File: src/rtl/gsm_pkg.sv
// ============================================================================
// gsm_pkg: shared types and constants of the glob segment matcher
// Command codes, the wildcard byte values and the structs that pass
// between the top level and the row of pattern cells.
// ============================================================================
package gsm_pkg;

    // Command carried in tuser with each input transaction.
    typedef enum logic [1:0] {
        FUNC_CLEAR  = 2'd0,
        FUNC_APPEND = 2'd1,
        FUNC_NAME   = 2'd2,
        FUNC_END    = 2'd3
    } func_t;

    localparam logic [7:0] QMARK_CODE = 8'h3F;
    localparam logic [7:0] STAR_CODE  = 8'h2A;

    // Broadcast from the top level to every cell.
    typedef struct packed {
        logic       take;   // a transaction is accepted this cycle
        logic       clr;    // the pattern is being cleared
        logic [7:0] code;   // pattern or name byte
    } cell_cmd_t;

    // Returned by each cell.
    typedef struct packed {
        logic step;         // this position matched the name byte
        logic raw_next;     // next active bit of this position before closure
        logic star_nxt;     // position holds a star after this transaction
    } cell_stat_t;

endpackage

File: src/rtl/glob_segment_matcher_core.sv
// ============================================================================
// glob_segment_matcher_core: streaming glob matcher with '?' and '*'
// Stores a pattern in a row of cells and tracks the set of pattern
// positions reachable by the name bytes streamed so far.
// ============================================================================
// Usage:
// The input stream carries one command per transaction in s_tuser: clear
// the pattern, append a pattern byte, feed a name byte, or end the name.
// s_tdata carries the byte for append and name transactions.
// Only an end-of-name transaction produces an output transaction; its
// m_tdata reports whether the whole name matched the whole pattern and
// whether more than PATTERN_MAX pattern bytes were offered since the last
// clear (an overflowed pattern never matches).
// Every command is completed in the cycle it is accepted, so one transaction
// per cycle is sustained while s_tready is high. The result appears on
// m_tvalid in the cycle after the end-of-name transaction is accepted.
// The rate is set by the cell row: each name byte is compared in every
// cell at once and the star closure is one carry chain across all positions.
// The result sits in an output register; s_tready stays high while that
// register is empty or being read, so the input stalls only when a result
// is held by a stalled receiver.
// Reset clears the pattern, the overflow flag and the output register and
// leaves only the first position active. No clearing pass is needed.
// ============================================================================
module glob_segment_matcher_core #(
    parameter int PATTERN_MAX = 32
) (
    input  logic       aclk,
    input  logic       aresetn,
    // Input stream
    input  logic       s_tvalid,
    output logic       s_tready,
    input  logic [7:0] s_tdata,   // [7:0] char_code
    input  logic [1:0] s_tuser,   // [1:0] func
    // Result stream
    output logic       m_tvalid,
    input  logic       m_tready,
    output logic [7:0] m_tdata    // [0] matched, [1] overflow, [7:2] zero
);
    import gsm_pkg::*;

    localparam int POS_N = PATTERN_MAX + 1;
    localparam int LEN_W = $clog2(PATTERN_MAX + 1);

    func_t            func;
    logic             take;
    cell_cmd_t        cmd;
    cell_stat_t       stat [PATTERN_MAX];

    logic [LEN_W-1:0] len_reg;
    logic [LEN_W-1:0] len_next;
    logic             ovf_reg;
    logic             ovf_next;
    logic [POS_N-1:0] active_reg;

    logic [POS_N-1:0] raw_set;
    logic [POS_N-2:0] star_nxt;
    logic [POS_N-1:0] set_sel;
    logic [POS_N-1:0] closed;
    logic             at_capacity;

    logic             m_valid_reg;
    logic             m_valid_next;
    logic             matched_reg;
    logic             overflow_reg;

    assign func     = func_t'(s_tuser);
    // The output register is free when empty or drained this cycle.
    assign s_tready = !m_valid_reg || m_tready;
    assign take     = s_tvalid && s_tready;

    assign cmd.take = take;
    assign cmd.clr  = (func == FUNC_CLEAR);
    assign cmd.code = s_tdata;

    assign at_capacity = (len_reg == LEN_W'(PATTERN_MAX));

    // Row of cells. Each cell hands its match to its right-hand neighbor.
    for (genvar i = 0; i < PATTERN_MAX; i++) begin : g_cell
        logic step_in;
        logic wr_en;

        if (i == 0) begin : g_first
            assign step_in = 1'b0;
        end else begin : g_rest
            assign step_in = stat[i-1].step;
        end

        assign wr_en = (func == FUNC_APPEND) && (len_reg == LEN_W'(i));

        gsm_cell u_cell (
            .aclk     (aclk),
            .aresetn  (aresetn),
            .cmd      (cmd),
            .wr_en    (wr_en),
            .active_i (active_reg[i]),
            .step_in  (step_in),
            .stat     (stat[i])
        );

        assign raw_set[i]  = stat[i].raw_next;
        assign star_nxt[i] = stat[i].star_nxt;
    end

    // The end-of-pattern position is reached only by a match in the last cell.
    assign raw_set[POS_N-1] = stat[PATTERN_MAX-1].step;

    // A name byte advances the set; every other command restarts it from
    // the first position, closed over the pattern as it stands afterwards.
    assign set_sel = (func == FUNC_NAME) ? raw_set : POS_N'(1);

    gsm_closure #(
        .POS_N (POS_N)
    ) u_closure (
        .set_i    (set_sel),
        .star_i   (star_nxt),
        .closed_o (closed)
    );

    always_comb begin
        len_next = len_reg;
        ovf_next = ovf_reg;
        case (func)
            FUNC_CLEAR: begin
                len_next = '0;
                ovf_next = 1'b0;
            end
            FUNC_APPEND: begin
                if (at_capacity) begin
                    ovf_next = 1'b1;
                end else begin
                    len_next = len_reg + LEN_W'(1);
                end
            end
            default: begin
            end
        endcase
    end

    always_ff @(posedge aclk) begin
        if (!aresetn) begin
            len_reg    <= '0;
            ovf_reg    <= 1'b0;
            active_reg <= POS_N'(1);
        end else if (take) begin
            len_reg    <= len_next;
            ovf_reg    <= ovf_next;
            active_reg <= closed;
        end
    end

    // Output register.
    always_comb begin
        m_valid_next = m_valid_reg && !m_tready;
        if (take && (func == FUNC_END)) begin
            m_valid_next = 1'b1;
        end
    end

    always_ff @(posedge aclk) begin
        if (!aresetn) begin
            m_valid_reg <= 1'b0;
        end else begin
            m_valid_reg <= m_valid_next;
        end
    end

    always_ff @(posedge aclk) begin
        if (take && (func == FUNC_END)) begin
            matched_reg  <= active_reg[len_reg] && !ovf_reg;
            overflow_reg <= ovf_reg;
        end
    end

    assign m_tvalid = m_valid_reg;
    assign m_tdata  = {6'b000000, overflow_reg, matched_reg};

endmodule

File: src/rtl/gsm_cell.sv
// ============================================================================
// gsm_cell: one pattern position of the glob segment matcher
// Holds one pattern byte and its valid bit, matches it against the name
// byte and hands the match on to the next position.
// ============================================================================
module gsm_cell (
    input  logic                  aclk,
    input  logic                  aresetn,
    input  gsm_pkg::cell_cmd_t    cmd,
    input  logic                  wr_en,
    input  logic                  active_i,
    input  logic                  step_in,
    output gsm_pkg::cell_stat_t   stat
);
    import gsm_pkg::*;

    logic       valid_reg;
    logic [7:0] byte_reg;
    logic       star_reg;
    logic       is_star;
    logic       hit;

    always_ff @(posedge aclk) begin
        if (!aresetn) begin
            valid_reg <= 1'b0;
        end else if (cmd.take && cmd.clr) begin
            valid_reg <= 1'b0;
        end else if (cmd.take && wr_en) begin
            valid_reg <= 1'b1;
        end
    end

    always_ff @(posedge aclk) begin
        if (cmd.take && wr_en) begin
            byte_reg <= cmd.code;
            star_reg <= (cmd.code == STAR_CODE);
        end
    end

    always_comb begin
        is_star = valid_reg && star_reg;
        // A non-star byte matches a question mark or the identical name byte.
        hit = valid_reg && !star_reg
              && ((byte_reg == QMARK_CODE) || (byte_reg == cmd.code));
        stat.step     = active_i && hit;
        stat.raw_next = (active_i && is_star) || step_in;
        if (cmd.clr) begin
            stat.star_nxt = 1'b0;
        end else if (wr_en) begin
            stat.star_nxt = (cmd.code == STAR_CODE);
        end else begin
            stat.star_nxt = is_star;
        end
    end

endmodule

File: src/rtl/gsm_closure.sv
// ============================================================================
// gsm_closure: star closure of the active position set
// Each active star position also activates the next one; runs of stars
// propagate like a carry, so the closure is formed with one wide add.
// ============================================================================
module gsm_closure #(
    parameter int POS_N = 33
) (
    input  logic [POS_N-1:0] set_i,
    input  logic [POS_N-2:0] star_i,
    output logic [POS_N-1:0] closed_o
);
    logic [POS_N:0] a_ext;
    logic [POS_N:0] b_ext;
    logic [POS_N:0] sum;
    logic [POS_N:0] carry;

    // Propagate is a star, generate is an active star.
    always_comb begin
        a_ext    = {2'b00, star_i};
        b_ext    = a_ext & {1'b0, set_i};
        sum      = a_ext + b_ext;
        carry    = sum ^ a_ext ^ b_ext;
        closed_o = set_i | carry[POS_N-1:0];
    end

endmodule

File: config.mk
export PLATFORM = sky130hd
export DESIGN_NAME = glob_segment_matcher_core
export DESIGN_NICKNAME = d
export VERILOG_FILES = /design/src/rtl/gsm_pkg.sv /design/src/rtl/glob_segment_matcher_core.sv /design/src/rtl/gsm_cell.sv /design/src/rtl/gsm_closure.sv
export SDC_FILE = /design/constraint.sdc
export NUM_CORES = 1
export LEC_CHECK = 0
export BUFFER_PORTS_ARGS = -buffer_cell sky130_fd_sc_hd__buf_2
export CORE_UTILIZATION = 25
export CTS_CLUSTER_DIAMETER = 120
export DETAILED_ROUTE_END_ITERATION = 6
export GPL_ROUTABILITY_DRIVEN = 0
export SLEW_MARGIN = 20
export SYNTH_ARGS = -nofsm -noshare
export SYNTH_HDL_FRONTEND = slang
export SYNTH_HIERARCHICAL = 1
export SYNTH_SLANG_ARGS = --single-unit
File: constraint.sdc
create_clock -name aclk -period 6.78 [get_ports aclk]
set_input_delay 1.017 -clock aclk [delete_from_list [all_inputs] [get_ports aclk]]
set_output_delay 1.017 -clock aclk [all_outputs]
set_load 0.005 [all_outputs]
==> results.yml <==
clocking:
  clk_pin_slew_ns: 0.06
  cts_buffer_depth: 3
  clock_latency_ns: 0.54
  cts_hold_buf: 0
  clock_sinks: 363
  cts-resized-gates: 0
  root_buffer: "clkbuf_16"
  numCtsBuffers: 38
  h-tree-depth: 2
  postCtsSetupBuffers: 0
  cts_tree: "done"
critical_path:
  worstReg2RegStart: "len_reg[1]$_SDFFE_PN0P_"
  crit_chain: "buf_2 -> nand2b_1 -> nor3_1 -> nand2_1 -> nor2_1 -> nor2_1 -> a21oi_1 -> nor2_1 -> nor2b_1 -> ha_1 -> a211oi_1 -> o21ai_0 -> a211oi_2 -> o211ai_2 -> a32oi_1 -> or2b_1 -> nand2_1 -> a21boi_0"
  worstRegToRegCells: 17
  worst_setup_path_start_kind: "primary input"
  reg2reg_to: "active_reg[22]$_SDFFE_PN0P_"
  crit_top_cell: "nor2_1"
  required_ns: 7.20
  arrival_ns: 4.98
  ff2ff_setup_slack_ns: 2.38
  endpoint_kind: "flip-flop"
  crit_slowest_cell: "nor3_1"
  path_max_fanout: 18
  critical_path_class: "primary input to flip-flop"
  path_buf_inv: 1
  crit_family: "compound AO/OA/AOI/OAI gates"
  max_stage_delay_ns: 0.44
sta:
  hold_viol: 0
  worst_slew_pin_slew_ns: 0.940
  fmax_ghz: 0.219
  slew_headroom_pct: 37.4
  slew_violations: 0
  fin_worst_skew_ns: 0.0105
  setup-violations-final: 0
  finalCritPeriodShare_pct: 67.3
  min_period_ns: 4.56
  finalSetupTns_ns: 0
  rsz0062_at_grt: "false"
  timing.hold.ws_ns: 0.507
grt:
  grt_use_total_pct: 12.4
  grt_pass1_vias: 13700
  grt_pass1_wl_um: 77700
  overflow: 0
  antenna_found_initial: 4
  grt_start_max_net_pins: 74
drt:
  wl_per_cell_um: 17.3
  vias: 13900
  viasPerCell: 4.87
  drt-initial-drc-count: 935
  post-route-drc-count: 0
  first_pass_iters: 5
  wl_um: 49400
  antenna_left: 0
synth:
  ys.flop_type: "edfxtp_1"
  synth-edff-count: 290
  ys_ff_latch: 363
  syn_area_per_cell_sq_um: 11.1
  async_reset_ff_share_pct: 0
  ys_seq_area_share_pct: 52.6
  synth_cells: 1742
  syn_area_sq_um: 19300
  yosysWarnings: 6
  synth_cell_types: 76
placed_design:
  dpl_cell_area_sq_um: 20800
  port_buffers: 17
  dp.cells: 2782
  dp_hpwl_um: 32000
cells_and_area:
  syn_to_final_growth_pct: 14.5
  seq_area_sq_um: 10200
  layout.nets: 1811
  fillers: 7736
  stdcell_area_sq_um: 22100
  largest_reg_flops: 256
  final_cell_mix: "edfxtp_1, xor2_1, nand2_1, nor2_1, nor4_1"
  mostFrequentLayoutCell: "edfxtp_1"
  drive_gt1_share_pct: 12.1
  fin_cells: 2853
  multi_input_area_sq_um: 8940
floorplan:
  die_height_um: 280
  start_util_pct: 25.4
  die-area_sq_um: 78400
  die_x_um: 280
  row_count: 101
  coreArea_sq_um: 76200
  io_pins: 24
pwr:
  vdd_drop_max_v: 0.000141
  p_leak_nw: 7.70
  total_power_mw: 4.85
  power.density_nw_per_um2: 219
hold_path:
  hold_end: "active_reg[10]$_SDFFE_PN0P_"
  min_path_cells: 2
  hp-start: "active_reg[10]$_SDFFE_PN0P_"
  hold_class: "flip-flop to flip-flop"
flow_run:
  maxCapViolCount: 0
status:
  status: "completed"
## metal layers
metal  share of wire (%)  vias up  global-route usage [%]
li1                    -     6583                       -
met2                  47      367                    20.6
met3                 4.4      107                    1.27
met5                   0        -                       0
met1                  45     6841                    16.3
met4                 3.8        0                    5.07
## kinds of logic after synthesis
| logic type | share of synthesized area (%) |
|---|---|
| adder cells (fa/ha/maj) | 0.324 |
| AND/OR/NAND/NOR | 22.5 |
| multiplexers | 1.04 |
| XOR/XNOR | 11.6 |
| flip-flops | 52.6 |
| other | 0.0194 |
| buffers and inverters | 1.31 |
| AO/OA/AOI/OAI | 10.6 |
## synth_stat cells, drive strengths merged, types with 2 or more instances
master / n / area (sq um)
o41ai: 4 / 42.6
mux2i: 2 / 20.0
o211ai: 3 / 27.5
nand2: 222 / 833
o211a: 33 / 330
nor2: 147 / 552
a21boi: 40 / 300
inv: 16 / 60.1
a21o: 23 / 174
or4b: 2 / 20.0
nor4: 101 / 638
buf: 17 / 115
or2: 6 / 37.5
a31o: 33 / 289
o22ai: 2 / 12.5
or3: 3 / 18.8
edfxtp: 290 / 8710
o21bai: 11 / 82.6
and2: 68 / 425
o21a: 3 / 22.5
nor3: 44 / 380
o31ai: 10 / 75.1
and4b: 33 / 330
mux4: 7 / 169
ha: 5 / 62.6
o21ai: 16 / 80.1
a21oi: 96 / 480
nor2b: 11 / 68.8
nand4: 39 / 244
and4bb: 32 / 400
nand4bb: 2 / 22.5
nand4b: 3 / 26.3
and3: 6 / 37.5
nor4b: 3 / 41.3
nand3b: 5 / 37.5
dfxtp: 73 / 1460
or4: 2 / 18.8
nand3: 12 / 60.1
clkbuf: 20 / 75.1
xor2: 256 / 2240
nand2b: 17 / 106
a211oi: 5 / 42.5
## how the worst max path moves through the flow
stage	from	endpoint	depth (start not counted)
final	s_tuser[0]	active_reg[22]$_SDFFE_PN0P_	18
after global routing	s_tuser[0]	active_reg[22]$_SDFFE_PN0P_	18
after CTS	s_tuser[0]	active_reg[22]$_SDFFE_PN0P_	18
after detailed placement	s_tuser[0]	active_reg[22]$_SDFFE_PN0P_	18
after global placement	s_tdata[2]	active_reg[32]$_SDFFE_PN0P_	16
after floorplan	s_tuser[0]	active_reg[22]$_SDFFE_PN0P_	14
## worst min-delay path: stages (launching register included)
cell and delay [ns]:
dfxtp_1 0.33, nand2_1 0.06, a21boi_0 0.07
## power breakdown
| part | internal [mW] | switching [mW] |
|---|---|---|
| Clock | 1.33 | 0.866 |
| Sequential | 2.40 | 0.00407 |
| Combinational | 0.0734 | 0.176 |
## metrics by stage
step           setup WS (ns)  utilization, %
2_1_floorplan           1.15               -
3_3_place_gp            1.87            27.3
3_5_place_dp            1.79            27.3
4_1_cts                 2.33            29.0
5_1_grt                 1.94            29.0
6_report                2.22            29.0
## layout make-up
type	instances	area share [%]
diodes	1	0.0113
clock buffers	54	5.17
clock inverters	16	0.831
inverters	17	0.288
multi-input cells	1331	40.4
flip-flops and latches	363	46.0
well taps	1030	5.82
repair buffers	41	1.52
Power figures use the tool's default switching activity.
